## config.mk

```make
export PLATFORM = sky130hd
export DESIGN_NAME = lsf_result_flat
export DESIGN_NICKNAME = d
export VERILOG_FILES = /design/src/rtl/lsf_pkg.sv /design/src/rtl/lsf_if.sv /design/src/rtl/lsf_result.sv /design/src/flat_wrapper.sv
export SDC_FILE = /design/constraint.sdc
export NUM_CORES = 1
export LEC_CHECK = 0
export BUFFER_PORTS_ARGS = -buffer_cell sky130_fd_sc_hd__buf_4
export CORE_UTILIZATION = 39
export DETAILED_ROUTE_END_ITERATION = 8
export PLACE_DENSITY = 0.76
export SLEW_MARGIN = 10
export SYNTH_ARGS = -nofsm -noshare
export SYNTH_HDL_FRONTEND = slang
export SYNTH_SLANG_ARGS = --single-unit
```

## constraint.sdc

```tcl
create_clock -name clk_i -period 1.4 [get_ports clk_i]
set_input_delay 0.21 -clock clk_i [delete_from_list [all_inputs] [get_ports clk_i]]
set_output_delay 0.21 -clock clk_i [all_outputs]
set_load 0.005 [all_outputs]
```

## src/rtl/lsf_pkg.sv

```systemverilog
// ----------------------------------------------------------------------------
// lsf_pkg
// Shared constants and types for the learning switch forwarding table.
// ----------------------------------------------------------------------------
package lsf_pkg;

  localparam int TABLE_ENTRIES = 256;
  localparam int MAX_PORTS     = 8;

  localparam int PORT_W  = 3;
  localparam int HOST_W  = 8;
  localparam int MASK_W  = 8;
  localparam int NPORT_W = 4;

  localparam logic [NPORT_W-1:0] NUM_PORTS_RST = NPORT_W'(MAX_PORTS);

  // lookup word travelling down the cell row
  typedef struct packed {
    logic              vld;
    logic [PORT_W-1:0] arrival_port;
    logic [HOST_W-1:0] source_host;
    logic [HOST_W-1:0] dest_host;
    logic              hit;
    logic [PORT_W-1:0] hit_port;
    logic              src_known;
    logic              learned;
  } lsf_word_t;

endpackage

```

## src/rtl/lsf_if.sv

```systemverilog


interface lsf_res_if;
  logic                      valid;
  logic                      ready;
  logic [lsf_pkg::MASK_W-1:0] send_mask;
  logic                      flooded;
  logic                      learned;
  logic                      table_full;

  modport source (output valid, output send_mask, output flooded,
                  output learned, output table_full, input ready);
  modport sink   (input valid, input send_mask, input flooded,
                  input learned, input table_full, output ready);
endinterface

```

## src/rtl/lsf_result.sv

```systemverilog
// ----------------------------------------------------------------------------
// lsf_result
// Output stage: builds the send mask from the finished lookup word and
// holds the result until it is taken. Drives the row advance.
// ----------------------------------------------------------------------------
module lsf_result (
  input  logic                        clk_i,
  input  logic                        rst_ni,
  input  lsf_pkg::lsf_word_t          word_i,
  input  logic [lsf_pkg::NPORT_W-1:0] num_ports_i,
  output logic                        adv_o,
  lsf_res_if.source                   res_o
);

  logic                        vld_q;
  logic [lsf_pkg::MASK_W-1:0]  mask_q, mask_d;
  logic                        flooded_q, learned_q, full_q;
  logic [lsf_pkg::NPORT_W-1:0] in_use;
  logic [lsf_pkg::MASK_W-1:0]  flood_mask;

  assign adv_o  = !vld_q || res_o.ready;
  assign in_use = (num_ports_i > lsf_pkg::NPORT_W'(lsf_pkg::MAX_PORTS))
                  ? lsf_pkg::NPORT_W'(lsf_pkg::MAX_PORTS) : num_ports_i;

  always_comb begin
    for (int p = 0; p < lsf_pkg::MASK_W; p++) begin
      flood_mask[p] = (lsf_pkg::NPORT_W'(p) < in_use)
                      && (lsf_pkg::PORT_W'(p) != word_i.arrival_port);
    end
    if (!word_i.hit) begin
      mask_d = flood_mask;
    end else if ({1'b0, word_i.hit_port} < in_use) begin
      mask_d = lsf_pkg::MASK_W'(1) << word_i.hit_port;
    end else begin
      mask_d = '0;
    end
  end

  always_ff @(posedge clk_i or negedge rst_ni) begin
    if (!rst_ni) begin
      vld_q <= 1'b0;
    end else if (adv_o) begin
      vld_q <= word_i.vld;
    end
  end

  always_ff @(posedge clk_i) begin
    if (adv_o) begin
      mask_q    <= mask_d;
      flooded_q <= !word_i.hit;
      learned_q <= word_i.learned;
      full_q    <= !word_i.src_known && !word_i.learned;
    end
  end

  assign res_o.valid      = vld_q;
  assign res_o.send_mask  = mask_q;
  assign res_o.flooded    = flooded_q;
  assign res_o.learned    = learned_q;
  assign res_o.table_full = full_q;

`ifndef SYNTHESIS
  a_learn_xor_full: assert property (@(posedge clk_i) disable iff (!rst_ni)
    vld_q |-> !(learned_q && full_q))
    else $error("learned and table full together");
`endif

endmodule

```

## src/flat_wrapper.sv

```systemverilog
// flat-port wrapper written by rule: the top's interface ports become plain ports
module lsf_result_flat 
  (clk_i, rst_ni, word_i, num_ports_i, adv_o, res_o_valid, res_o_send_mask, res_o_flooded, res_o_learned, res_o_table_full, res_o_ready);
  lsf_res_if res_o_i ();
  input  logic clk_i;
  input  logic rst_ni;
  input  lsf_pkg::lsf_word_t word_i;
  input  logic [lsf_pkg::NPORT_W-1:0] num_ports_i;
  output logic adv_o;
  output wire logic [$bits(res_o_i.valid)-1:0] res_o_valid;
  output wire logic [$bits(res_o_i.send_mask)-1:0] res_o_send_mask;
  output wire logic [$bits(res_o_i.flooded)-1:0] res_o_flooded;
  output wire logic [$bits(res_o_i.learned)-1:0] res_o_learned;
  output wire logic [$bits(res_o_i.table_full)-1:0] res_o_table_full;
  input wire logic [$bits(res_o_i.ready)-1:0] res_o_ready;
  assign res_o_valid = res_o_i.valid;
  assign res_o_send_mask = res_o_i.send_mask;
  assign res_o_flooded = res_o_i.flooded;
  assign res_o_learned = res_o_i.learned;
  assign res_o_table_full = res_o_i.table_full;
  assign res_o_i.ready = res_o_ready;
  lsf_result u_core (.clk_i(clk_i), .rst_ni(rst_ni), .word_i(word_i), .num_ports_i(num_ports_i), .adv_o(adv_o), .res_o(res_o_i));
endmodule
```

# ---- Word level (Yosys, flattened, before mapping)
# Cells that the tools add are included.
# Widths: inputs -> output; s select.
dict set report op_classes {
  add_sub_neg 0
  multipliers 0
  div 0
  order_cmp 10
  eq_ne 7
  n_shift 1
  mux 3
  bitwise_logic 0
  reduce_logical 15
}
# cell count
set ops {}
lappend ops {{$lt 3x4->1 const A} 4}
lappend ops {{$mux 8} 2}
lappend ops {{$ne 3x3->1 const A} 4}
lappend ops {{$logic_and 1x1->1} 9}
lappend ops {{$lt 1x4->1 const A} 2}
lappend ops {{$lt 2x4->1 const A} 2}
lappend ops {{$shl 1x3->8 const A} 1}
lappend ops {{$ne 2x3->1 const A} 2}
lappend ops {{$gt 4x4->1 const B} 1}
lappend ops {{$logic_not 1->1} 4}
lappend ops {{$lt 3x4->1} 1}
lappend ops {{$mux 4} 1}
lappend ops {{$ne 1x3->1 const A} 1}
lappend ops {{$reduce_bool 3->1} 1}
lappend ops {{$logic_or 1x1->1} 1}
dict set report word_totals {
  ff_bits 12
  latchBits 0
  ram_bits 0
  mem_bits_ro 0
  input_bits 33
  output_inout_bits 13
  elab_cells 41
  memories 0
}

# ---- Longest topological paths before layout
# Gate-level depths: netlist (run 1).
dict set report depth {
  depth_word 5
  mapped_depth 7
}

# ---- Least setup slack after synthesis (run 1)
# Ideal clock, no wire load.
dict set report synth_path {
  kind {input -> register}
  from {input port num_ports_i[3] in the netlist's numbering}
  to {register u_core.mask_q, in the netlist u_core.res_o.send_mask[0], data pin}
  setup_time_ns 0.176
  arrival_time_ns 1.419
  t_required_ns 1.224
  setup_slack_ns -0.195
  cell_stages 7
  path_buffers 1
  cell_sequence {buf_2 inv_2 nand2_1 ha_1 nor4bb_1 or4_1 o32ai_1}
}
dict set report synth_between {
  elab_chain_len 5
  word_cells_on_any_way 7
  cone_classes {order compare (3); mux (3); reduce/logical (1)}
}
# item line
set synth_rtl {}
lappend synth_rtl {{start: declaration} flat_wrapper.sv:8} ;# input logic [lsf_pkg::NPORT_W-1:0] num_ports_i;
lappend synth_rtl {{$gt 4x4->1} lsf_result.sv:22} ;# assign in_use = (num_ports_i > lsf_pkg::NPORT_W'(lsf_pkg::MAX_PORTS))
lappend synth_rtl {{$mux 4 *} lsf_result.sv:23} ;# ? lsf_pkg::NPORT_W'(lsf_pkg::MAX_PORTS) : num_ports_i;
lappend synth_rtl {{$lt 3x4->1 / $lt 1x4->1 (equally long branches)} {lsf_result.sv:32, lsf_result.sv:27}}
lappend synth_rtl {{$mux 8 / $logic_and 1x1->1 (equally long branches)} {lsf_result.sv:32, lsf_result.sv:28}}
lappend synth_rtl {{$mux 8 *} lsf_result.sv:30} ;# if (!word_i.hit) begin
lappend synth_rtl {{net u_core.mask_d (one bit)} lsf_result.sv:16} ;# logic [lsf_pkg::MASK_W-1:0] mask_q, mask_d;
lappend synth_rtl {{end signal: assignment} lsf_result.sv:49} ;# mask_q <= mask_d;
lappend synth_rtl {{end: declaration} lsf_result.sv:16}
# Mark *: on every way through the listed nets, which the timed path passes. The rest lies on a longest branch.
# A chain may end at the register's enable or synchronous reset.

# ---- Worst setup path after layout (run 1)
# Ends and elaborated chain as after synthesis.

==> flow_summary.ini, run 1 <==
[flow_run]
max_cap_violations = 0

[grt]
globalRouteOverflowTotal = 0
grt_pass1_wl_um = 2410
number_of_antenna_violations_at_the_first_check_in_global_routing = 0
largest_net_degree_at_the_start_of_global_routing = 14
grt_pass1_vias = 586
global_route.usage.total_pct = 17.6

[synthesis]
top_area_cell_type_share_of_the_netlist_area_pct = 49.5
synth_seq_cells = 12
synth_nets = 95
yosys-top-cells-area = edfxtp_1 50%, o32ai_1 7.9%, dfrtp_1 3.8%, ha_1 3.8%, nand2_1 2.8%
synthesis.instances = 60
netlist-cell-type-count = 30
synth_sequential_area_ratio_pct = 53.3
synth_warnings = 0
yosysTopAreaCell = edfxtp_1
mean_cell_area_of_the_mapped_netlist_um2 = 11.1
synthesis.area_um2 = 667

[setup_path]
worst-endpoint-arrival_ns = 1.44
critical_path.startpoint_type = primary input
crit_required_ns = 1.49
crit_path_end_kind = flip-flop
worst-setup-path-type = in -> reg
crit_path_max_fanout = 3

[die]
starting_density_of_the_core_pct = 42.8
io_pins = 46
dieArea_um2 = 1880
design.core.area_um2 = 1560
dieWidth_um = 43.4
fp.dieH_um = 43.4
floorplan.rows = 14

[timing]
min_period_ns = 1.35
tightestPinTransition_ns = 0.263
hold_viol = 0
drv_slew = 0
final.setup.worst_slack_ns = 0.0456
grt_setup_unrepaired = true
tns_ns = 0
final.period_utilization_pct = 96.7
max_freq_mhz = 738
hold_ws_ns = 0.128
timing.clock.skew_ns = 0.00194
total_of_endpoints_with_negative_setup_slack_in_the_final_report = 0
worst_slew_margin_rel_pct = 82.3

[clock_tree]
cts.htree.levels = 1
cts.sinks = 12
postCtsSetupBuffers = 0
cts_tree = built
cts_buffers = 3
clock_insertion_delay_worst_skew_ns = 0.27
worst_setup_hold_path_clk_slew_ns = 0.07
cts_buffer_depth = 2
clock_tree_root_buffer_cell = clkbuf_4
post_cts.resized_instances = 0

[drt]
route.vias.total = 651
routed_via_density = 5.56
wl_per_cell_um = 13.1
drt_drc_violations_left = 8
route.final.wire_length_um = 1540
drtAntennaViolNets = 0
drtIter0Drc = 16
detailedRoute.firstPassIterationCount = 6

[placed_design]
detailed_place_hpwl_um = 1180
placed_area_um2 = 971
place_inst = 112
globalplace.congestion = 0.874
io_buffers = 29
pre_cts_slack_ns = -0.240

[final_layout]
finalNetCount = 137
area_growth_from_synthesis_to_layout_pct = 51.0
final_core_util_pct = 64.6
antenna_cells = 0
postLayoutCellArea_um2 = 1010
post_layout_nonfiller_instances = 117
drive_above_1_share_pct = 44.6
fill_cell_instance_count_of_the_final_layout = 137

[run_status]
outcome = complete, but fails checks
failed_checks = DRC

[pwr]
power.density_cell_area_nw_per_um2 = 865
cellLeakagePower_nw = 0.433
p_total_mw = 0.871
ir_drop_uv = 481

[worst_hold_path]
worst_hold_class = in -> reg
## power by group
part	total (mW)	switching, mW	leakage, nW	internal, mW
Clock	0.213	0.110	0.0154	0.103
Combinational	0.220	0.0937	0.293	0.127
Sequential	0.438	0.00846	0.125	0.429
## cell usage after synthesis
library cell,number
nand2b_1,2
o32ai_1,6
and3b_1,1
dfrtp_1,1
nand4_1,1
nor4_1,1
nor3b_1,2
a31oi_1,1
or4_1,1
buf_4,1
a211oi_1,1
clkbuf_2,1
nor4bb_1,1
a221o_1,1
nor2_1,4
edfxtp_1,11
o22ai_1,1
o21ai_0,1
ha_1,2
nand3b_1,2
o21bai_1,1
and3_1,1
nand4b_1,1
nand2_1,5
inv_2,2
nor3_1,2
or3_1,1
buf_2,1
o21ai_1,2
a21oi_1,2
## final cells by class
| cell class | instances | area [um2] | share of cell area, % |
|---|---|---|---|
| multi-input cells | 43 | 293 | 29.1 |
| flip-flops and latches | 12 | 355 | 35.3 |
| well taps | 16 | 20.0 | 1.99 |
| repair buffers | 40 | 303 | 30.1 |
| clock inverters | 1 | 3.75 | 0.373 |
| clock buffers | 3 | 22.5 | 2.24 |
| inverters | 2 | 10.0 | 0.994 |
## cell usage in the layout, fill, tap and decap left out
cell	count
clkbuf_4	3
inv_4	1
o21ai_0	1
nand2_1	5
a21oi_1	2
a31oi_1	1
nor3_1	2
nand4b_1	1
nor2_1	4
nand4_1	1
nor4bb_2	1
nor3b_1	2
buf_4	39
nand3b_1	2
o22ai_1	1
dfrtp_1	1
a221o_1	1
o21ai_1	2
a211oi_1	1
o21bai_1	1
and3b_1	1
or3_1	1
edfxtp_1	11
and3_1	1
o32ai_1	6
dlygate4sd3_1	1
nand2b_1	2
inv_2	1
ha_1	2
or4_1	1
nor4_1	1
clkinv_1	1
## per-layer routing
| metal | global-route usage, % | up-vias | share of wire (%) |
|---|---|---|---|
| met2 | 31.2 | 33 | 51 |
| met3 | 2.50 | 2 | 7.0 |
| li1 | - | 324 | - |
| met1 | 20.4 | 292 | 41 |
| met5 | 0 | - | 0 |
| met4 | 9.38 | 0 | 0.91 |
## worst max-delay path, cell delays in order
cell and delay [ns]:
buf_4 0.12, inv_4 0.05, nand2_1 0.04, ha_1 0.29
nor4bb_2 0.18, or4_1 0.43, o32ai_1 0.13
## cells by family (layout without fill, tap and decap cells)
| group | Yosys count | in the layout | synth area share, % |
|---|---|---|---|
| AND/OR/NAND/NOR | 25 | 25 | 22.0 |
| flip-flops | 12 | 12 | 53.3 |
| adder cells (fa/ha/maj) | 2 | 2 | 3.75 |
| buffers and inverters | 5 | 46 | 3.75 |
| AO/OA/AOI/OAI | 16 | 16 | 17.3 |
## worst paths after layout
check / from / end / slack (ns) / depth (start not counted)
max: num_ports_i[3] / u_core.res_o.send_mask[0]$_DFFE_PP_ / 0.05 / 7
min: word_i[0] / u_core.res_o.learned$_DFFE_PP_ / 0.13 / 1
max reg2reg: u_core.res_o.valid$_DFFE_PN0P_ / u_core.res_o.send_mask[5]$_DFFE_PP_ / 0.45 / 2
min reg2reg: u_core.res_o.valid$_DFFE_PN0P_ / u_core.res_o.valid$_DFFE_PN0P_ / 0.71 / 3
max in group asynchronous: rst_ni / u_core.res_o.valid$_DFFE_PN0P_ / 1.04 / 2
min in group asynchronous: rst_ni / u_core.res_o.valid$_DFFE_PN0P_ / 0.28 / 2
## flip-flops by register name (all words and copies together) (netlist names)
register                 cells
u_core.res_o.flooded         1
u_core.res_o.table_full      1
u_core.res_o.send_mask       8
u_core.res_o.valid           1
u_core.res_o.learned         1
## repair_timing
item / CTS / global route
hold buffers: 1 / 0
endpoints found under the hold margin: 1 / 0
setup endpoints to repair: 0 / 2
(Power assumes the default switching activity.)
==> run 2: changes to the inputs <==
- CORE_UTILIZATION: 39 -> 42
- PLACE_DENSITY: 0.76 -> 0.81
- clock period: 1.4 -> 1.6 ns (I/O delays scaled with it)
==> flow_summary.ini, run 2 (synthesis results as in run 1) <==
[run_status]
outcome = finished clean

[setup_path]
crit_path_max_fanout = 3
critPathLaunch = num_ports_i[3]
crit-reg2reg-capture = u_core.res_o.send_mask[7]$_DFFE_PP_
cp_cell_sequence = buf_4, inv_2, nand2_1, ha_1, nor4bb_1, or4_1, o32ai_1
worstRegToRegCells = 2
worstSetupEndpoint = u_core.res_o.send_mask[0]$_DFFE_PP_
crit_required_ns = 1.68
crit_path_end_kind = flip-flop
worst-setup-path-type = in -> reg
cpMaxStageDelayCell = or4_1
critical_path.startpoint_type = primary input
crit-reg2reg-launch = u_core.res_o.valid$_DFFE_PN0P_
worst-endpoint-arrival_ns = 1.51
slowest_delay_ns = 0.44
rrSetupSlack_ns = 0.51

[final_layout]
antenna_cells = 0
drive_above_1_share_pct = 43.0
area_growth_from_synthesis_to_layout_pct = 48.6
final-seq-area_um2 = 355
fill_cell_instance_count_of_the_final_layout = 116
most_frequent_standard_cell_in_the_layout_excluding_fill_and_tap_cells = buf_4
finalNetCount = 136
max_ffs_per_register = 8
most-common-layout-cells = 38 x buf_4, 11 x edfxtp_1, 6 x o32ai_1
postLayoutCellArea_um2 = 991
multi_input_gate_area_in_the_final_layout_um2 = 287

[pwr]
cellLeakagePower_nw = 0.427
power.density_cell_area_nw_per_um2 = 763
ir_drop_uv = 347
p_total_mw = 0.756

[drt]
route.final.wire_length_um = 1460
detailedRoute.firstPassIterationCount = 4
wl_per_cell_um = 12.6
drt_drc_violations_left = 0
drtIter0Drc = 12
routed_via_density = 5.57
route.vias.total = 646
drtAntennaViolNets = 0

[grt]
globalRouteOverflowTotal = 0
largest_net_degree_at_the_start_of_global_routing = 12
grt_pass1_wl_um = 2420
global_route.usage.total_pct = 18.4
grt_pass1_vias = 555
number_of_antenna_violations_at_the_first_check_in_global_routing = 0

[placed_design]
io_buffers = 29
detailed_place_hpwl_um = 1180
globalplace.congestion = 0.816
pre_cts_slack_ns = -0.107
placed_area_um2 = 955

[die]
dieArea_um2 = 1750
starting_density_of_the_core_pct = 44.8
io_pins = 46
dieWidth_um = 41.8
fp.dieH_um = 41.8
floorplan.rows = 14
design.core.area_um2 = 1490

[timing]
max_freq_mhz = 698
total_of_endpoints_with_negative_setup_slack_in_the_final_report = 0
drv_slew = 0
final.period_utilization_pct = 89.5
hold_viol = 0
min_period_ns = 1.43
tns_ns = 0
final.setup.worst_slack_ns = 0.168
worst_slew_margin_rel_pct = 80.3
tightestPinTransition_ns = 0.293
grt_setup_unrepaired = false
timing.clock.skew_ns = 0.00211

[flow_run]
max_cap_violations = 0

[clock_tree]
clock_insertion_delay_worst_skew_ns = 0.26
cts_buffers = 3
cts_buffer_depth = 2
clock_tree_root_buffer_cell = clkbuf_4
postCtsSetupBuffers = 0
worst_setup_hold_path_clk_slew_ns = 0.07
cts.htree.levels = 1
cts_tree = built
cts.sinks = 12

[worst_hold_path]
worst_hold_class = in -> reg
hold_path_depth = 1
-- run 2: cell count changes in the layout (fill, tap and decap cells not counted) --
cell	before	now
inv_4	1	0
nor4bb_2	1	0
inv_2	1	2
buf_4	39	38
nor4bb_1	0	1
-- run 2: how the worst min path moves through the flow --
stage,startpoint,endpoint,slack (ns)
floorplan,rst_ni,u_core.res_o.valid$_DFFE_PN0P_,-0.06
global placement,rst_ni,u_core.res_o.valid$_DFFE_PN0P_,0.02
detailed placement,rst_ni,u_core.res_o.valid$_DFFE_PN0P_,0.02
CTS,word_i[25],u_core.res_o.valid$_DFFE_PN0P_,0.15
global route,word_i[0],u_core.res_o.learned$_DFFE_PP_,0.15
finish,word_i[0],u_core.res_o.learned$_DFFE_PP_,0.16
-- run 2: worst max-delay path: cells and delay by family --
kind                       cells  cell delay [ns]
AOI/OAI and AO/OA              1             0.15
adders and majority gates      1             0.30
buffers and inverters          2             0.17
and+or+nand+nor                3             0.65
-- run 2: final cells by class --
class,instances,share of cell area (%)
sequential,12,35.9
clock inverter,1,0.379
timing repair buffer,39,29.8
tap,16,2.02
multi-input combinational,43,28.9
inverter,2,0.758
clock buffer,3,2.27
-- run 2: stage by stage --
stage / std cells / util [%] / hold WS [ns]
after floorplan: 60 / - / -0.0556
after CTS: 116 / 66.6 / 0.150
after global placement: 111 / 64.1 / 0.0152
after detailed placement: 111 / 64.1 / 0.0168
final: 116 / 66.6 / 0.159
after global routing: 116 / 66.6 / 0.152
-- run 2: timing repair --
action / in CTS / in global routing
hold buffers: 1 / 0
resized for setup: 0 / 0
hold endpoints to repair: 1 / 0
-- run 2: metal layers --
metal | vias to the layer above | global-route usage (%) | wire length (um)
met5 | - | 0 | 0
met3 | 2 | 2.17 | 90
met2 | 25 | 30.0 | 791
met1 | 295 | 22.9 | 560
li1 | 324 | - | -
met4 | 0 | 11.6 | 13
-- run 2: report_power, final --
group          internal, mW  leakage [nW]  total (mW)  switching (mW)
Combinational         0.109         0.287       0.189          0.0805
Clock                0.0901        0.0154       0.184          0.0942
Sequential            0.376         0.125       0.383         0.00712
==> run 3: changes to the inputs <==
- CORE_MARGIN: default -> 1
- CORE_UTILIZATION: 42 -> 39
- GPL_TIMING_DRIVEN: default -> 0
- PLACE_DENSITY: 0.81 -> 0.76
- clock period: 1.6 -> 1.45 ns (I/O delays scaled with it)
==> flow_summary.ini, run 3 (synthesis results as in run 1) <==
[run_status]
outcome = complete, but fails checks
failed_checks = DRC, setup timing

[timing]
hold_viol = 0
total_of_endpoints_with_negative_setup_slack_in_the_final_report = 5
hold_ws_ns = 0.129
timing.clock.skew_ns = 0.00110
tightestPinTransition_ns = 0.410
worst_slew_margin_rel_pct = 72.5
min_period_ns = 1.50
final.period_utilization_pct = 104
drv_slew = 0
grt_setup_unrepaired = true
final.setup.worst_slack_ns = -0.0529
max_freq_mhz = 665

[clock_tree]
worst_setup_hold_path_clk_slew_ns = 0.07
cts_buffer_depth = 2
cts.sinks = 12
clock_insertion_delay_worst_skew_ns = 0.27
clock_tree_root_buffer_cell = clkbuf_4
cts.htree.levels = 1
cts_tree = built
cts_buffers = 3

[die]
fp.dieH_um = 43.4
dieWidth_um = 43.4
floorplan.rows = 14
io_pins = 46
starting_density_of_the_core_pct = 42.8
dieArea_um2 = 1880
design.core.area_um2 = 1560

[drt]
route.final.wire_length_um = 1810
routed_via_density = 5.92
detailedRoute.firstPassIterationCount = 6
wl_per_cell_um = 16.1
drtAntennaViolNets = 0
drtIter0Drc = 26
route.vias.total = 669
drt_drc_violations_left = 8

[final_layout]
drive_above_1_share_pct = 50.5
finalNetCount = 133
postLayoutCellArea_um2 = 1070
most-common-layout-cells = 32 x buf_4, 11 x edfxtp_1, 5 x o32ai_1
final_core_util_pct = 68.6
area_growth_from_synthesis_to_layout_pct = 60.4
antenna_cells = 0
max_ffs_per_register = 8
most_frequent_standard_cell_in_the_layout_excluding_fill_and_tap_cells = buf_4

[setup_path]
crit_path_max_fanout = 4
critPathLaunch = num_ports_i[3]
worst-setup-path-type = in -> reg
slowest_delay_ns = 0.36
worstRegToRegCells = 1
worst-endpoint-arrival_ns = 1.51
cpLargestDelayFamily = compound AO/OA/AOI/OAI gates
crit-reg2reg-launch = u_core.res_o.valid$_DFFE_PN0P_
cpMaxStageDelayCell = o21ai_1
worstSetupEndpoint = u_core.res_o.send_mask[5]$_DFFE_PP_
crit_path_end_kind = flip-flop
critical_path.startpoint_type = primary input
rrSetupSlack_ns = 0.46
cp.buffers_inverters = 4
crit_required_ns = 1.45
crit-reg2reg-capture = u_core.res_o.table_full$_DFFE_PP_
critical-path-top-cell-by-count = buf_8
crit_cells = 9
cp_cell_sequence = buf_8, buf_8, inv_8, nand2_4, ha_4, buf_4, a21oi_1, o21ai_1, o32ai_1

[pwr]
ir_drop_uv = 420
cellLeakagePower_nw = 0.449
power.density_cell_area_nw_per_um2 = 819

[placed_design]
globalplace.congestion = 0.815
detailed_place_hpwl_um = 1240
io_buffers = 28
placed_area_um2 = 925

[grt]
grt_pass1_vias = 652
global_route.usage.total_pct = 21.9
number_of_antenna_violations_at_the_first_check_in_global_routing = 0
grt_pass1_wl_um = 2950
globalRouteOverflowTotal = 0
largest_net_degree_at_the_start_of_global_routing = 14

[worst_hold_path]
worst_hold_class = in -> reg

[flow_run]
max_cap_violations = 0
## run 3: what timing repair did
item                                    4_1_cts  5_1_grt
hold buffers                                  1        0
pin swaps                                     5        2
endpoints found under the hold margin         1        0
gates resized for setup                      15        0
setup buffers                                 4        0
endpoints found under the setup margin        4        8
## run 3: worst min-delay path by stage
stage | slack (ns) | end | start | depth (start not counted)
after floorplan | -0.08 | u_core.res_o.valid$_DFFE_PN0P_ | rst_ni | 0
after global placement | -0.008 | u_core.res_o.valid$_DFFE_PN0P_ | rst_ni | 1
after detailed placement | -0.004 | u_core.res_o.valid$_DFFE_PN0P_ | rst_ni | 1
after CTS | 0.12 | u_core.res_o.learned$_DFFE_PP_ | word_i[0] | 1
after global routing | 0.12 | u_core.res_o.learned$_DFFE_PP_ | word_i[0] | 1
final | 0.13 | u_core.res_o.learned$_DFFE_PP_ | word_i[0] | 1
## run 3: where the power goes
| group | total, mW | switching (mW) | leakage, nW | internal (mW) |
|---|---|---|---|---|
| sequential | 0.424 | 0.00975 | 0.125 | 0.415 |
| clock | 0.212 | 0.112 | 0.0154 | 0.0997 |
| combinational | 0.239 | 0.106 | 0.309 | 0.133 |
| total | 0.876 | 0.228 | 0.449 | 0.647 |
## run 3: metrics by stage
stage | std cells | power (mW) | worst slack (ns) | TNS (ns)
global placement | 104 | 0.618 | -0.356 | -2.05
detailed placement | 104 | 0.628 | -0.381 | -2.34
CTS | 113 | 0.877 | -0.0431 | -0.0673
finish | 113 | 0.876 | -0.0529 | -0.173
global route | 113 | 0.917 | -0.0747 | -0.375
floorplan | 60 | 0.515 | -0.118 | -0.342
## run 3: metal layers
layer / vias to the layer above / GRT usage [%] / share of wire [%] / wire [um]
met1: 312 / 25.9 / 38 / 691
met3: 6 / 2.92 / 5.6 / 102
met2: 37 / 38.5 / 53 / 970
met5: - / 0 / 0 / 0
li1: 314 / - / - / -
met4: 0 / 11.9 / 2.8 / 50
## run 3: cell type report
| cell class | count | area (um2) |
|---|---|---|
| flip-flops and latches | 12 | 355 |
| inverters | 2 | 15.0 |
| multi-input cells | 43 | 359 |
| plain buffers | 3 | 36.3 |
| fillers | 122 | 489 |
| well taps | 16 | 20.0 |
| repair buffers | 33 | 258 |
| clock buffers | 3 | 22.5 |
| clock inverters | 1 | 3.75 |
