$ cat src/rtl/lsf_pkg.sv
// ----------------------------------------------------------------------------
// lsf_pkg
// Shared constants and types for the learning switch forwarding table.
// ----------------------------------------------------------------------------
package lsf_pkg;

  localparam int TABLE_ENTRIES = 256;
  localparam int MAX_PORTS     = 8;

  localparam int PORT_W  = 3;
  localparam int HOST_W  = 8;
  localparam int MASK_W  = 8;
  localparam int NPORT_W = 4;

  localparam logic [NPORT_W-1:0] NUM_PORTS_RST = NPORT_W'(MAX_PORTS);

  // lookup word travelling down the cell row
  typedef struct packed {
    logic              vld;
    logic [PORT_W-1:0] arrival_port;
    logic [HOST_W-1:0] source_host;
    logic [HOST_W-1:0] dest_host;
    logic              hit;
    logic [PORT_W-1:0] hit_port;
    logic              src_known;
    logic              learned;
  } lsf_word_t;

endpackage

$ cat src/rtl/lsf_cell.sv
// ----------------------------------------------------------------------------
// lsf_cell
// One table entry plus one stage of the lookup word pipeline. Compares the
// passing word against its entry and claims itself for a new source when
// it is the first free entry.
// ----------------------------------------------------------------------------
module lsf_cell (
  input  logic               clk_i,
  input  logic               rst_ni,
  input  logic               adv_i,
  input  lsf_pkg::lsf_word_t word_i,
  output lsf_pkg::lsf_word_t word_o
);

  logic                       valid_q;
  logic [lsf_pkg::HOST_W-1:0] host_q;
  logic [lsf_pkg::PORT_W-1:0] port_q;
  lsf_pkg::lsf_word_t         word_q, word_d;

  logic match_dst, match_src, do_learn;

  assign match_dst = valid_q && (host_q == word_i.dest_host);
  assign match_src = valid_q && (host_q == word_i.source_host);
  assign do_learn  = word_i.vld && !valid_q && !word_i.src_known && !word_i.learned;

  always_comb begin
    word_d = word_i;
    if (match_dst) begin
      word_d.hit      = 1'b1;
      word_d.hit_port = port_q;
    end
    if (match_src) begin
      word_d.src_known = 1'b1;
    end
    if (do_learn) begin
      word_d.learned = 1'b1;
    end
  end

  always_ff @(posedge clk_i or negedge rst_ni) begin
    if (!rst_ni) begin
      valid_q <= 1'b0;
      word_q  <= '0;
    end else if (adv_i) begin
      word_q <= word_d;
      if (do_learn) begin
        valid_q <= 1'b1;
      end
    end
  end

  always_ff @(posedge clk_i) begin
    if (adv_i && do_learn) begin
      host_q <= word_i.source_host;
      port_q <= word_i.arrival_port;
    end
  end

  assign word_o = word_q;

`ifndef SYNTHESIS
  a_valid_sticky: assert property (@(posedge clk_i) disable iff (!rst_ni)
    valid_q |=> valid_q)
    else $error("entry valid bit dropped");

  a_learn_entry: assert property (@(posedge clk_i) disable iff (!rst_ni)
    $rose(valid_q) |-> (word_q.vld && word_q.learned
                        && host_q == word_q.source_host
                        && port_q == word_q.arrival_port))
    else $error("entry claimed without matching word");

  a_learn_once: assert property (@(posedge clk_i) disable iff (!rst_ni)
    word_q.vld |-> !(word_q.src_known && word_q.learned))
    else $error("known source learned again");
`endif

endmodule

$ cat config.mk
export PLATFORM = sky130hd
export DESIGN_NAME = lsf_cell
export DESIGN_NICKNAME = d
export VERILOG_FILES = /design/src/rtl/lsf_pkg.sv /design/src/rtl/lsf_cell.sv
export SDC_FILE = /design/constraint.sdc
export NUM_CORES = 1
export LEC_CHECK = 0
export BUFFER_PORTS_ARGS = -buffer_cell sky130_fd_sc_hd__buf_2
export CORE_UTILIZATION = 51
export DETAILED_ROUTE_END_ITERATION = 7
export PLACE_DENSITY = 0.85
export RECOVER_POWER = 100
export SYNTH_ARGS = -nofsm -noshare
export SYNTH_HDL_FRONTEND = slang
export SYNTH_SLANG_ARGS = --single-unit
$ cat constraint.sdc
create_clock -name clk_i -period 4.24 [get_ports clk_i]
set_clock_uncertainty 0.05 [all_clocks]
set_input_delay 0 -clock clk_i [delete_from_list [all_inputs] [get_ports clk_i]]
set_output_delay 0 -clock clk_i [all_outputs]
set_load 0.03 [all_outputs]
* Yosys cells after proc, flatten, opt, wreduce, memory -nomap -nowiden
Index checks and enable logic that the tools add are counted.
** Word-level totals
- Output and inout port bits :: 26
- Input port bits :: 29
- Register bits after elaboration :: 38
- Word-level logic and storage cells :: 26
** Cells by class
- Equal/unequal tests :: 2
- Multiplexer cells :: 3
- Reductions and logical operators :: 10
** Operators by type and width (count)
- $eq A8 B8 Y1 :: 2
- $logic_and A1 B1 Y1 :: 6
- $mux W4 :: 1
- $logic_not A1 Y1 :: 3
- $mux W1 :: 2
- $reduce_and A2 Y1 :: 1

* Longest topological paths before layout
Gate-level depths: netlist of the first run.
- Depth after elaboration :: 5
- Mapped depth :: 4
- Depth with buffers taken out :: 4

* Worst setup path after synthesis of the first run
OpenSTA, ideal clock, no wires.
- Path type :: reg2reg
- Start point :: register valid_q
- End point :: register host_q[0] in the netlist's numbering (enable)
- Setup time :: 0.352 ns
- Path buffers :: 0
- Clock period less this slack :: 1.457 ns
- Data required time :: 3.838 ns
- Cell stages (with the launch flop) :: 3
- Path slack :: 2.783 ns
- Arrival time :: 1.055 ns
- Cell sequence :: dfrtp_1 nor3b_1 and3b_1
** Between the ends
- Cells in the longest elaborated chain, start to end :: 5
** Ends and longest elaborated chain
- start: declaration :: line lsf_cell.sv:15 : logic valid_q;
- start signal: assignment :: line lsf_cell.sv:42 : valid_q <= 1'b0;
- start signal: assignment :: line lsf_cell.sv:47 : valid_q <= 1'b1;
- $logic_not A1 Y1 :: line lsf_cell.sv:24 : assign do_learn = word_i.vld && !valid_q && !word_i.src_known && !word_i.learned;
- $logic_and A1 B1 Y1 (3 in a row) :: line lsf_cell.sv:24
- $logic_and A1 B1 Y1 :: line lsf_cell.sv:53 : if (adv_i && do_learn) begin
- end signal: assignment :: line lsf_cell.sv:54 : host_q <= word_i.source_host;
- end: declaration :: line lsf_cell.sv:16 : logic [lsf_pkg::HOST_W-1:0] host_q;
No other way between the ends.
A chain may end at the register's enable or synchronous reset.

* Worst setup path in the final report of the first run
- Start point :: register valid_q
- End point :: register port_q[1] in the netlist's numbering (enable)
** Between the ends
- Cells in the longest elaborated chain, start to end :: 5
** Ends and longest elaborated chain
- $logic_not A1 Y1 :: line lsf_cell.sv:24
- $logic_and A1 B1 Y1 (3 in a row) :: line lsf_cell.sv:24
- $logic_and A1 B1 Y1 :: line lsf_cell.sv:53
- end signal: assignment :: line lsf_cell.sv:55 : port_q <= word_i.arrival_port;
- end: declaration :: line lsf_cell.sv:17 : logic [lsf_pkg::PORT_W-1:0] port_q;
No other way between the ends.

==> flow_summary.html, run 1 <==
<table>
<tr><th>Metric</th><th>Value</th></tr>
<tr><th colspan="2">Global routing</th></tr>
<tr><td>Overall routing resource usage</td><td>0.225</td></tr>
<tr><td>Overflow left after global routing</td><td>0</td></tr>
<tr><td>Vias in the first global route</td><td>1184</td></tr>
<tr><td>Number of antenna violations at the first check in global routing</td><td>0</td></tr>
<tr><td>Largest net degree at the start of global routing</td><td>34</td></tr>
<tr><td>First-pass GRT wire length</td><td>5.48 mm</td></tr>
<tr><th colspan="2">Finish</th></tr>
<tr><td>Highest-count cells in the layout ignoring fill and taps</td><td>clkbuf_1 (36), dlygate4sd3_1 (28), dfrtp_1 (27)</td></tr>
<tr><td>Most frequent standard cell in the layout excluding fill and tap cells</td><td>clkbuf_1</td></tr>
<tr><td>Filler-free cell count of the finished design</td><td>240</td></tr>
<tr><td>FILL cells</td><td>230</td></tr>
<tr><td>Count of nets after finishing</td><td>224</td></tr>
<tr><td>Antenna diode count</td><td>0</td></tr>
<tr><td>Final design instance area without fill</td><td>2230 um^2</td></tr>
<tr><td>Syn-to-layout area delta</td><td>36.8%</td></tr>
<tr><td>Utilization after layout</td><td>0.731</td></tr>
<tr><td>Fraction of final layout cells with drive strength greater than 1</td><td>0.260</td></tr>
<tr><th colspan="2">Pwr</th></tr>
<tr><td>Power Density</td><td>354 nW/um^2</td></tr>
<tr><td>Leakage power</td><td>0.891 nW</td></tr>
<tr><td>Proportion of power drawn by the clock network</td><td>0.247</td></tr>
<tr><td>Sw Share</td><td>0.304</td></tr>
<tr><td>Portion of total power attributed to sequential cells</td><td>0.537</td></tr>
<tr><td>Peak supply drop</td><td>248 uV</td></tr>
<tr><td>Internal power contribution</td><td>0.551 mW</td></tr>
<tr><td>Switching power</td><td>0.241 mW</td></tr>
<tr><td>Logic gate share of total power</td><td>0.216</td></tr>
<tr><th colspan="2">Logic synthesis</th></tr>
<tr><td>Proportion of synthesized chip area in sequential cells</td><td>0.617</td></tr>
<tr><td>Netlist area before placement</td><td>1630 um^2</td></tr>
<tr><td>Mean Syn Cell Area</td><td>14.8 um^2</td></tr>
<tr><td>Area share of the largest cell type after synthesis</td><td>0.414</td></tr>
<tr><td>Area contributors post-synth</td><td>dfrtp_1 (41%), edfxtp_1 (20%), mux2_2 (14%)</td></tr>
<tr><td>Net count of the mapped netlist</td><td>139</td></tr>
<tr><td>Flip-flop and latch count after synthesis</td><td>38</td></tr>
<tr><td>Post-Syn Instances</td><td>110</td></tr>
<tr><td>Number of warnings issued by yosys</td><td>0</td></tr>
<tr><td>Largest area contributor in the synthesized netlist</td><td>dfrtp_1</td></tr>
<tr><td>Cell variety after synth</td><td>24</td></tr>
<tr><th colspan="2">Route</th></tr>
<tr><td>Routed len/inst</td><td>14.3 um</td></tr>
<tr><td>Antenna violation net count after detailed routing</td><td>0</td></tr>
<tr><td>Post-route DRC violation count</td><td>0</td></tr>
<tr><td>Via Count</td><td>1194</td></tr>
<tr><td>Overall routed net length</td><td>3.44 mm</td></tr>
<tr><td>Number of detailed-route iterations in the first pass</td><td>4</td></tr>
<tr><td>Via count normalized by instance count</td><td>4.98</td></tr>
<tr><td>Iteration-0 DRC Markers</td><td>14</td></tr>
<tr><th colspan="2">Clock tree</th></tr>
<tr><td>Total clock buffers created by CTS</td><td>5</td></tr>
<tr><td>Insertion delay of the later-clocked pin in the worst-skew pair</td><td>340 ps</td></tr>
<tr><td>CTS tree</td><td>yes</td></tr>
<tr><td>Clock-pin transition on the worst setup and hold timing paths</td><td>120 ps</td></tr>
<tr><td>Clock buffer depth</td><td>2</td></tr>
<tr><td>Sinks on the clock net</td><td>38</td></tr>
<tr><td>Root buf cell</td><td>clkbuf_4</td></tr>
<tr><td>H-tree level count</td><td>2</td></tr>
<tr><th colspan="2">STA</th></tr>
<tr><td>Sum Neg Setup Slack</td><td>0 ps</td></tr>
<tr><td>Final period utilization</td><td>0.407</td></tr>
<tr><td>Worst slew margin</td><td>0.0381</td></tr>
<tr><td>Count of pins over their slew limit</td><td>0</td></tr>
<tr><td>Setup repair after global routing missed its margin</td><td>no</td></tr>
<tr><td>Achievable Freq</td><td>0.579 GHz</td></tr>
<tr><td>Setup violations, final</td><td>0</td></tr>
<tr><td>Post-layout minimum cycle time</td><td>1730 ps</td></tr>
<tr><td>Count of endpoints failing hold in the final timing report</td><td>0</td></tr>
<tr><td>Slew of the pin with the lowest slew margin</td><td>1440 ps</td></tr>
<tr><th colspan="2">Critical path</th></tr>
<tr><td>Category of the most critical setup path</td><td>register to register</td></tr>
<tr><td>Crit-path max cell delay</td><td>530 ps</td></tr>
<tr><td>Buf/Inv on CP</td><td>0</td></tr>
<tr><td>Startpoint types</td><td>register</td></tr>
<tr><td>Required time at the worst-slack endpoint</td><td>4180 ps</td></tr>
<tr><td>Endpoint type of the worst setup path</td><td>register</td></tr>
<tr><td>Cell breakdown of the critical path</td><td>nor3b_1 &gt; and3b_1</td></tr>
<tr><td>Endpoint arrival time on the critical path</td><td>1670 ps</td></tr>
<tr><td>Crit-path slowest cell</td><td>and3b_1</td></tr>
<tr><td>Family of cells with the greatest summed delay on the critical path</td><td>simple AND/OR/NAND/NOR gates</td></tr>
<tr><td>Maximum fanout along the worst path</td><td>12</td></tr>
<tr><th colspan="2">Placed design</th></tr>
<tr><td>Dpl cells</td><td>204</td></tr>
<tr><td>Count of input and output buffers</td><td>54</td></tr>
<tr><td>Detailed Place HPWL</td><td>2.21 mm</td></tr>
<tr><td>Placed instance area</td><td>1940 um^2</td></tr>
<tr><td>Global placement routability congestion</td><td>0.768</td></tr>
<tr><th colspan="2">Die</th></tr>
<tr><td>Overall die width</td><td>58.6 um</td></tr>
<tr><td>Die Area</td><td>3430 um^2</td></tr>
<tr><td>Die H</td><td>58.6 um</td></tr>
<tr><td>Effective utilization at floorplan</td><td>0.534</td></tr>
<tr><td>Core Region</td><td>3050 um^2</td></tr>
<tr><td>Num rows</td><td>20</td></tr>
<tr><td>Boundary pin count</td><td>55</td></tr>
<tr><th colspan="2">Worst hold path</th></tr>
<tr><td>HP Class</td><td>primary input to register</td></tr>
<tr><th colspan="2">Status</th></tr>
<tr><td>Run status</td><td>complete, no violations</td></tr>
<tr><th colspan="2">Run</th></tr>
<tr><td>Maxcap violations</td><td>0</td></tr>
</table>
-- final cells by class --
cell class | instances | area (um^2) | share of cell area
clock buffers | 6 | 51.3 | 0.0230
clock inverters | 2 | 7.51 | 0.00336
inverters | 1 | 3.75 | 0.00168
multi-input cells | 67 | 603 | 0.270
flip-flops and latches | 38 | 1010 | 0.451
well taps | 44 | 55.1 | 0.0247
repair buffers | 82 | 505 | 0.226
-- worst register-to-register path: cells and delay by family (launching register included) --
kind	cells	cell delay (ps)
flops	1	470
simple gates	2	860
-- power by group through the flow --
stage | sequential [mW] | combinational, mW | clock, mW
2_1_floorplan | 0.479 | 0.0519 | 0
3_5_place_dp | 0.431 | 0.158 | 0
4_1_cts | 0.424 | 0.179 | 0.196
6_report | 0.425 | 0.171 | 0.195
3_3_place_gp | 0.428 | 0.155 | 0
5_1_grt | 0.429 | 0.183 | 0.212
-- cells by family after synthesis --
logic type,count (synthesis),share of synthesized area
multiplexers,20,0.138
AND/OR/NAND/NOR,17,0.0621
buffers and inverters,5,0.0138
flip-flops,38,0.617
XOR/XNOR,16,0.109
AO/OA/AOI/OAI,14,0.0606
-- cells in the mapped netlist --
cell type and instances:
o31a_1 3, nor3b_1 1, o311ai_1 1, clkbuf_1 1, nand3_1 4, xnor2_1 4, dfrtp_1 27, mux2_2 20
o31ai_1 3, and3b_1 1, xor2_1 7, o21a_1 1, a21oi_1 5, nand4_4 1, inv_1 1, a41oi_1 1
edfxtp_1 11, nand2_1 1, xnor2_2 5, nor3_1 1, nor2_1 6, buf_2 3, nor4_1 1, or2_2 1
-- worst paths after layout --
path                                       start  slack, ps  depth (start not counted)                     end
hold reg to reg            word_o[5]$_DFFE_PN0P_        440                          1   word_o[5]$_DFFE_PN0P_
hold / removal                             adv_i        180                          3   word_o[2]$_DFFE_PN0P_
max in group asynchronous                 rst_ni       2830                          2  word_o[15]$_DFFE_PN0P_
min in group asynchronous                 rst_ni        470                          2   word_o[2]$_DFFE_PN0P_
setup reg to reg             valid_q$_DFFE_PN0P_       2510                          2     port_q[1]$_DFFE_PP_
setup / recovery             valid_q$_DFFE_PN0P_       2510                          2     port_q[1]$_DFFE_PP_
-- sequential cells by signal (all words and copies together), names as in the netlist --
signal and cells:
word_o 26, host_q 8, port_q 3, valid_q 1
-- metrics by stage --
stage	worst slack (ps)	hold slack [ps]	power, mW
3_3_place_gp	2680	-27.2	0.583
5_1_grt	2450	188	0.823
3_5_place_dp	2580	-5.79	0.590
6_report	2510	175	0.791
4_1_cts	2570	148	0.799
2_1_floorplan	2780	-346	0.531
-- per-layer routing --
metal	share of wire	track usage	wire, um
met1	0.45	0.288	1540
met2	0.49	0.358	1690
met3	0.042	0.0549	144
met4	0.019	0.116	65
met5	0	0	0
-- repair_timing --
item                                   CTS  global route
hold buffers                            28             0
endpoints found under the hold margin   64             0
buffers inserted                         0             0
resized for setup                        0             0
Power figures use the tool's default switching activity.
==> inputs of run 2 (changes only) <==
--- a/config.mk
+++ b/config.mk
@@ -5,10 +5,11 @@
 export SDC_FILE = /design/constraint.sdc
 export NUM_CORES = 1
 export LEC_CHECK = 0
+export ABC_AREA = 1
 export BUFFER_PORTS_ARGS = -buffer_cell sky130_fd_sc_hd__buf_2
-export CORE_UTILIZATION = 51
+export CORE_UTILIZATION = 50
 export DETAILED_ROUTE_END_ITERATION = 7
-export PLACE_DENSITY = 0.85
+export PLACE_DENSITY = 0.83
 export RECOVER_POWER = 100
 export SYNTH_ARGS = -nofsm -noshare
 export SYNTH_HDL_FRONTEND = slang
==> constraint.sdc (replaced) <==
create_clock -name clk_i -period 1.6 [get_ports clk_i]
set_clock_uncertainty 0.05 [all_clocks]
set_input_delay 0 -clock clk_i [delete_from_list [all_inputs] [get_ports clk_i]]
set_output_delay 0 -clock clk_i [all_outputs]
set_load 0.03 [all_outputs]
==> flow_summary.html, run 2 <==
<table>
<tr><th>Metric</th><th>Value</th></tr>
<tr><th colspan="2">Status</th></tr>
<tr><td>Run status</td><td>complete, no violations (unchanged)</td></tr>
<tr><th colspan="2">STA</th></tr>
<tr><td>Sum Neg Setup Slack</td><td>0 ps (unchanged)</td></tr>
<tr><td>Achievable Freq</td><td>0.668 GHz (was 0.579 GHz)</td></tr>
<tr><td>Final period utilization</td><td>0.935 (was 0.407)</td></tr>
<tr><td>Worst slew margin</td><td>0.560 (was 0.0381)</td></tr>
<tr><td>Setup violations, final</td><td>0 (unchanged)</td></tr>
<tr><td>Count of pins over their slew limit</td><td>0 (unchanged)</td></tr>
<tr><td>Setup repair after global routing missed its margin</td><td>no (unchanged)</td></tr>
<tr><td>Post-layout minimum cycle time</td><td>1500 ps (was 1730 ps)</td></tr>
<tr><td>Count of endpoints failing hold in the final timing report</td><td>0 (unchanged)</td></tr>
<tr><td>Post-route worst setup slack</td><td>103 ps (was 2510 ps)</td></tr>
<tr><td>Slew of the pin with the lowest slew margin</td><td>660 ps (was 1440 ps)</td></tr>
<tr><th colspan="2">Logic synthesis</th></tr>
<tr><td>Dominant cell by count in the synthesized netlist</td><td>nand2_1 (was dfrtp_1)</td></tr>
<tr><td>Mean Syn Cell Area</td><td>8.75 um^2 (was 14.8 um^2)</td></tr>
<tr><td>Adder-cell share of the synthesized area</td><td>0 (unchanged)</td></tr>
<tr><td>Cell variety after synth</td><td>21 (was 24)</td></tr>
<tr><td>Main combinational cell family by area after synthesis</td><td>simple AND/OR/NAND/NOR gates (was multiplexers)</td></tr>
<tr><td>Async set or reset register ratio after synthesis</td><td>0.711 (unchanged)</td></tr>
<tr><td>Flip-flop and latch count after synthesis</td><td>38 (unchanged)</td></tr>
<tr><td>Net count of the mapped netlist</td><td>224 (was 139)</td></tr>
<tr><td>Area contributors post-synth</td><td>dfrtp_1 (40%), edfxtp_1 (19%), nand2_1 (16%) (was dfrtp_1 (41%), edfxtp_1 (20%), mux2_2 (14%))</td></tr>
<tr><td>Xor/xnor cell area share of the yosys netlist</td><td>0.0257 (was 0.109)</td></tr>
<tr><td>Number of enable-type register cells in the synthesized netlist</td><td>11 (unchanged)</td></tr>
<tr><td>Multiplexer area fraction after synthesis</td><td>0 (was 0.138)</td></tr>
<tr><td>Most frequent cells after synthesis</td><td>nand2_1 (73), dfrtp_1 (27), inv_1 (23) (was dfrtp_1 (27), mux2_2 (20), edfxtp_1 (11))</td></tr>
<tr><td>Main flop type after synthesis</td><td>dfrtp_1 (unchanged)</td></tr>
<tr><td>Proportion of synthesized chip area in sequential cells</td><td>0.590 (was 0.617)</td></tr>
<tr><td>Post-Syn Instances</td><td>195 (was 110)</td></tr>
<tr><td>Area fraction in compound gates after synthesis</td><td>0.0602 (was 0.0606)</td></tr>
<tr><td>Number of warnings issued by yosys</td><td>0 (unchanged)</td></tr>
<tr><td>Area share of the largest cell type after synthesis</td><td>0.396 (was 0.414)</td></tr>
<tr><td>Netlist area before placement</td><td>1710 um^2 (was 1630 um^2)</td></tr>
<tr><td>Share of synthesized cell area in and, or, nand and nor gates</td><td>0.247 (was 0.0621)</td></tr>
<tr><td>Largest area contributor in the synthesized netlist</td><td>dfrtp_1 (unchanged)</td></tr>
<tr><th colspan="2">Die</th></tr>
<tr><td>Core Region</td><td>3150 um^2 (was 3050 um^2)</td></tr>
<tr><td>Overall die width</td><td>60.4 um (was 58.6 um)</td></tr>
<tr><td>Die H</td><td>60.4 um (was 58.6 um)</td></tr>
<tr><td>Boundary pin count</td><td>55 (unchanged)</td></tr>
<tr><td>Die Area</td><td>3650 um^2 (was 3430 um^2)</td></tr>
<tr><td>Num rows</td><td>20 (unchanged)</td></tr>
<tr><td>Effective utilization at floorplan</td><td>0.541 (was 0.534)</td></tr>
<tr><th colspan="2">Placed design</th></tr>
<tr><td>Count of input and output buffers</td><td>54 (unchanged)</td></tr>
<tr><td>Placed instance area</td><td>2030 um^2 (was 1940 um^2)</td></tr>
<tr><td>Pre-CTS setup slack</td><td>170 ps (was 2580 ps)</td></tr>
<tr><td>Detailed Place HPWL</td><td>2.54 mm (was 2.21 mm)</td></tr>
<tr><td>Global placement routability congestion</td><td>0.847 (was 0.768)</td></tr>
<tr><th colspan="2">Critical path</th></tr>
<tr><td>Crit-path max cell delay</td><td>420 ps (was 530 ps)</td></tr>
<tr><td>Buf/Inv on CP</td><td>1 (was 0)</td></tr>
<tr><td>Crit-path slowest cell</td><td>or3_1 (was and3b_1)</td></tr>
<tr><td>Required time at the worst-slack endpoint</td><td>1640 ps (was 4180 ps)</td></tr>
<tr><td>Setup slack on the worst flop-to-flop path</td><td>100 ps (was 2510 ps)</td></tr>
<tr><td>Endpoint type of the worst setup path</td><td>register (unchanged)</td></tr>
<tr><td>Family of cells with the greatest summed delay on the critical path</td><td>simple AND/OR/NAND/NOR gates (unchanged)</td></tr>
<tr><td>Startpoint types</td><td>register (unchanged)</td></tr>
<tr><td>Cell breakdown of the critical path</td><td>or3_1 &gt; nor2_1 &gt; buf_12 (was nor3b_1 &gt; and3b_1)</td></tr>
<tr><td>Endpoint arrival time on the critical path</td><td>1530 ps (was 1670 ps)</td></tr>
<tr><td>Category of the most critical setup path</td><td>register to register (unchanged)</td></tr>
<tr><td>Maximum fanout along the worst path</td><td>11 (was 12)</td></tr>
<tr><th colspan="2">Route</th></tr>
<tr><td>Via count normalized by instance count</td><td>4.74 (was 4.98)</td></tr>
<tr><td>Overall routed net length</td><td>3.88 mm (was 3.44 mm)</td></tr>
<tr><td>Number of detailed-route iterations in the first pass</td><td>4 (unchanged)</td></tr>
<tr><td>Post-route DRC violation count</td><td>0 (unchanged)</td></tr>
<tr><td>Via Count</td><td>1545 (was 1194)</td></tr>
<tr><td>Iteration-0 DRC Markers</td><td>109 (was 14)</td></tr>
<tr><td>Routed len/inst</td><td>11.9 um (was 14.3 um)</td></tr>
<tr><td>Antenna violation net count after detailed routing</td><td>0 (unchanged)</td></tr>
<tr><th colspan="2">Finish</th></tr>
<tr><td>Highest-count cells in the layout ignoring fill and taps</td><td>nand2_1 (73), clkbuf_1 (38), dlygate4sd3_1 (28) (was clkbuf_1 (36), dlygate4sd3_1 (28), dfrtp_1 (27))</td></tr>
<tr><td>Fraction of final layout cells with drive strength greater than 1</td><td>0.128 (was 0.260)</td></tr>
<tr><td>Antenna diode count</td><td>0 (unchanged)</td></tr>
<tr><td>Flip-flop count of the largest register after layout</td><td>26 (unchanged)</td></tr>
<tr><td>Count of nets after finishing</td><td>310 (was 224)</td></tr>
<tr><td>Syn-to-layout area delta</td><td>35.9% (was 36.8%)</td></tr>
<tr><td>Most frequent standard cell in the layout excluding fill and tap cells</td><td>nand2_1 (was clkbuf_1)</td></tr>
<tr><td>Final design instance area without fill</td><td>2320 um^2 (was 2230 um^2)</td></tr>
<tr><th colspan="2">Global routing</th></tr>
<tr><td>Number of antenna violations at the first check in global routing</td><td>0 (unchanged)</td></tr>
<tr><td>Overall routing resource usage</td><td>0.246 (was 0.225)</td></tr>
<tr><td>Met1 demand-to-capacity share in global routing</td><td>0.317 (was 0.288)</td></tr>
<tr><td>Overflow left after global routing</td><td>0 (unchanged)</td></tr>
<tr><td>GRT busiest layer</td><td>met2 (unchanged)</td></tr>
<tr><td>First-pass GRT wire length</td><td>6.31 mm (was 5.48 mm)</td></tr>
<tr><td>GR Util met3</td><td>0.0490 (was 0.0549)</td></tr>
<tr><td>Largest net degree at the start of global routing</td><td>37 (was 34)</td></tr>
<tr><td>Fraction of met2 tracks used by global routing</td><td>0.391 (was 0.358)</td></tr>
<tr><td>Vias in the first global route</td><td>1461 (was 1184)</td></tr>
<tr><th colspan="2">Clock tree</th></tr>
<tr><td>Total of hold buffers inserted after clock tree synthesis</td><td>28 (unchanged)</td></tr>
<tr><td>Sinks on the clock net</td><td>38 (unchanged)</td></tr>
<tr><td>Number of gates given a new drive strength after cts</td><td>0 (unchanged)</td></tr>
<tr><td>Number of setup buffers added after CTS</td><td>0 (unchanged)</td></tr>
<tr><td>CTS tree</td><td>yes (unchanged)</td></tr>
<tr><td>Clock-pin transition on the worst setup and hold timing paths</td><td>120 ps (about the same)</td></tr>
<tr><td>Total clock buffers created by CTS</td><td>5 (unchanged)</td></tr>
<tr><td>Insertion delay of the later-clocked pin in the worst-skew pair</td><td>360 ps (was 340 ps)</td></tr>
<tr><td>Clock buffer depth</td><td>2 (unchanged)</td></tr>
<tr><td>H-tree level count</td><td>2 (unchanged)</td></tr>
<tr><td>Root buf cell</td><td>clkbuf_4 (unchanged)</td></tr>
<tr><th colspan="2">Pwr</th></tr>
<tr><td>Internal power contribution</td><td>1.36 mW (was 0.551 mW)</td></tr>
<tr><td>Peak supply drop</td><td>734 uV (was 248 uV)</td></tr>
<tr><td>Logic gate share of total power</td><td>0.198 (was 0.216)</td></tr>
<tr><td>Switching power</td><td>0.627 mW (was 0.241 mW)</td></tr>
<tr><td>Portion of total power attributed to sequential cells</td><td>0.548 (was 0.537)</td></tr>
<tr><td>Power Density</td><td>857 nW/um^2 (was 354 nW/um^2)</td></tr>
<tr><td>Proportion of power drawn by the clock network</td><td>0.254 (was 0.247)</td></tr>
<tr><td>Leakage power</td><td>1.12 nW (was 0.891 nW)</td></tr>
<tr><td>Sw Share</td><td>0.316 (was 0.304)</td></tr>
<tr><th colspan="2">Run</th></tr>
<tr><td>Maxcap violations</td><td>0 (unchanged)</td></tr>
<tr><th colspan="2">Worst hold path</th></tr>
<tr><td>HP Class</td><td>primary input to async pin (was primary input to register)</td></tr>
</table>
run 2: cell count changes after synthesis, moves of 3 or more:
cell	before	now
inv_1	1	23
inv_2	0	5
mux2_2	20	0
nand2_1	1	73
nand3_1	4	8
nor2_1	6	11
o21ai_0	0	11
o22ai_1	0	3
o31a_1	3	0
o31ai_1	3	0
xnor2_2	5	0
xor2_1	7	2
run 2: power groups by stage:
stage	combinational (mW)	sequential (mW)	clock, mW
after floorplan	0.102	1.23	0
after detailed placement	0.361	1.10	0
after CTS	0.413	1.09	0.507
after global placement	0.353	1.10	0
after global routing	0.429	1.10	0.554
final	0.392	1.09	0.505
run 2: cell families after synthesis:
| group | count (synthesis) |
|---|---|
| DFF | 38 |
| xor gates and xnor gates | 5 |
| buffers and inverters | 33 |
| and+or+nand+nor | 100 |
| AOI/OAI and AO/OA | 19 |
run 2: path summary, 6_finish.rpt:
kind	cells past startpoint	start	to
setup / recovery	3	valid_q$_DFFE_PN0P_	host_q[7]$_DFFE_PP_
hold / removal	2	rst_ni	word_o[20]$_DFFE_PN0P_
setup reg to reg	3	valid_q$_DFFE_PN0P_	host_q[7]$_DFFE_PP_
hold reg to reg	2	word_o[24]$_DFFE_PN0P_	word_o[24]$_DFFE_PN0P_
max in group asynchronous	2	rst_ni	word_o[11]$_DFFE_PN0P_
min in group clk_i	4	word_i[8]	word_o[8]$_DFFE_PN0P_
run 2: layout make-up:
type | instances | area [um^2]
Sequential cell | 38 | 1010
Fill cell | 276 | 836
Multi-Input combinational cell | 124 | 562
Timing Repair Buffer | 84 | 531
Inverter | 28 | 105
Tap cell | 44 | 55.1
Clock buffer | 5 | 37.5
Clock inverter | 3 | 21.3
run 2: per-layer routing:
layer,wire length (um),vias to the layer above
met2,1850,57
met3,193,8
met5,0,-
li1,-,776
met1,1740,704
met4,95,0
run 2: worst register-to-register path, cell delays in order (launching register included):
cell and delay, ps:
dfrtp_1 410, or3_1 420, nor2_1 190, buf_12 160
run 2: stage by stage:
stage / instances / util / hold WS (ps) / power, mW
final: 326 / 0.735 / 138 / 1.99
after global routing: 326 / 0.735 / 183 / 2.08
after CTS: 326 / 0.752 / 134 / 2.01
after detailed placement: 290 / 0.645 / -8.39 / 1.47
after global placement: 290 / 0.645 / -19.9 / 1.46
after floorplan: 195 / - / -346 / 1.33
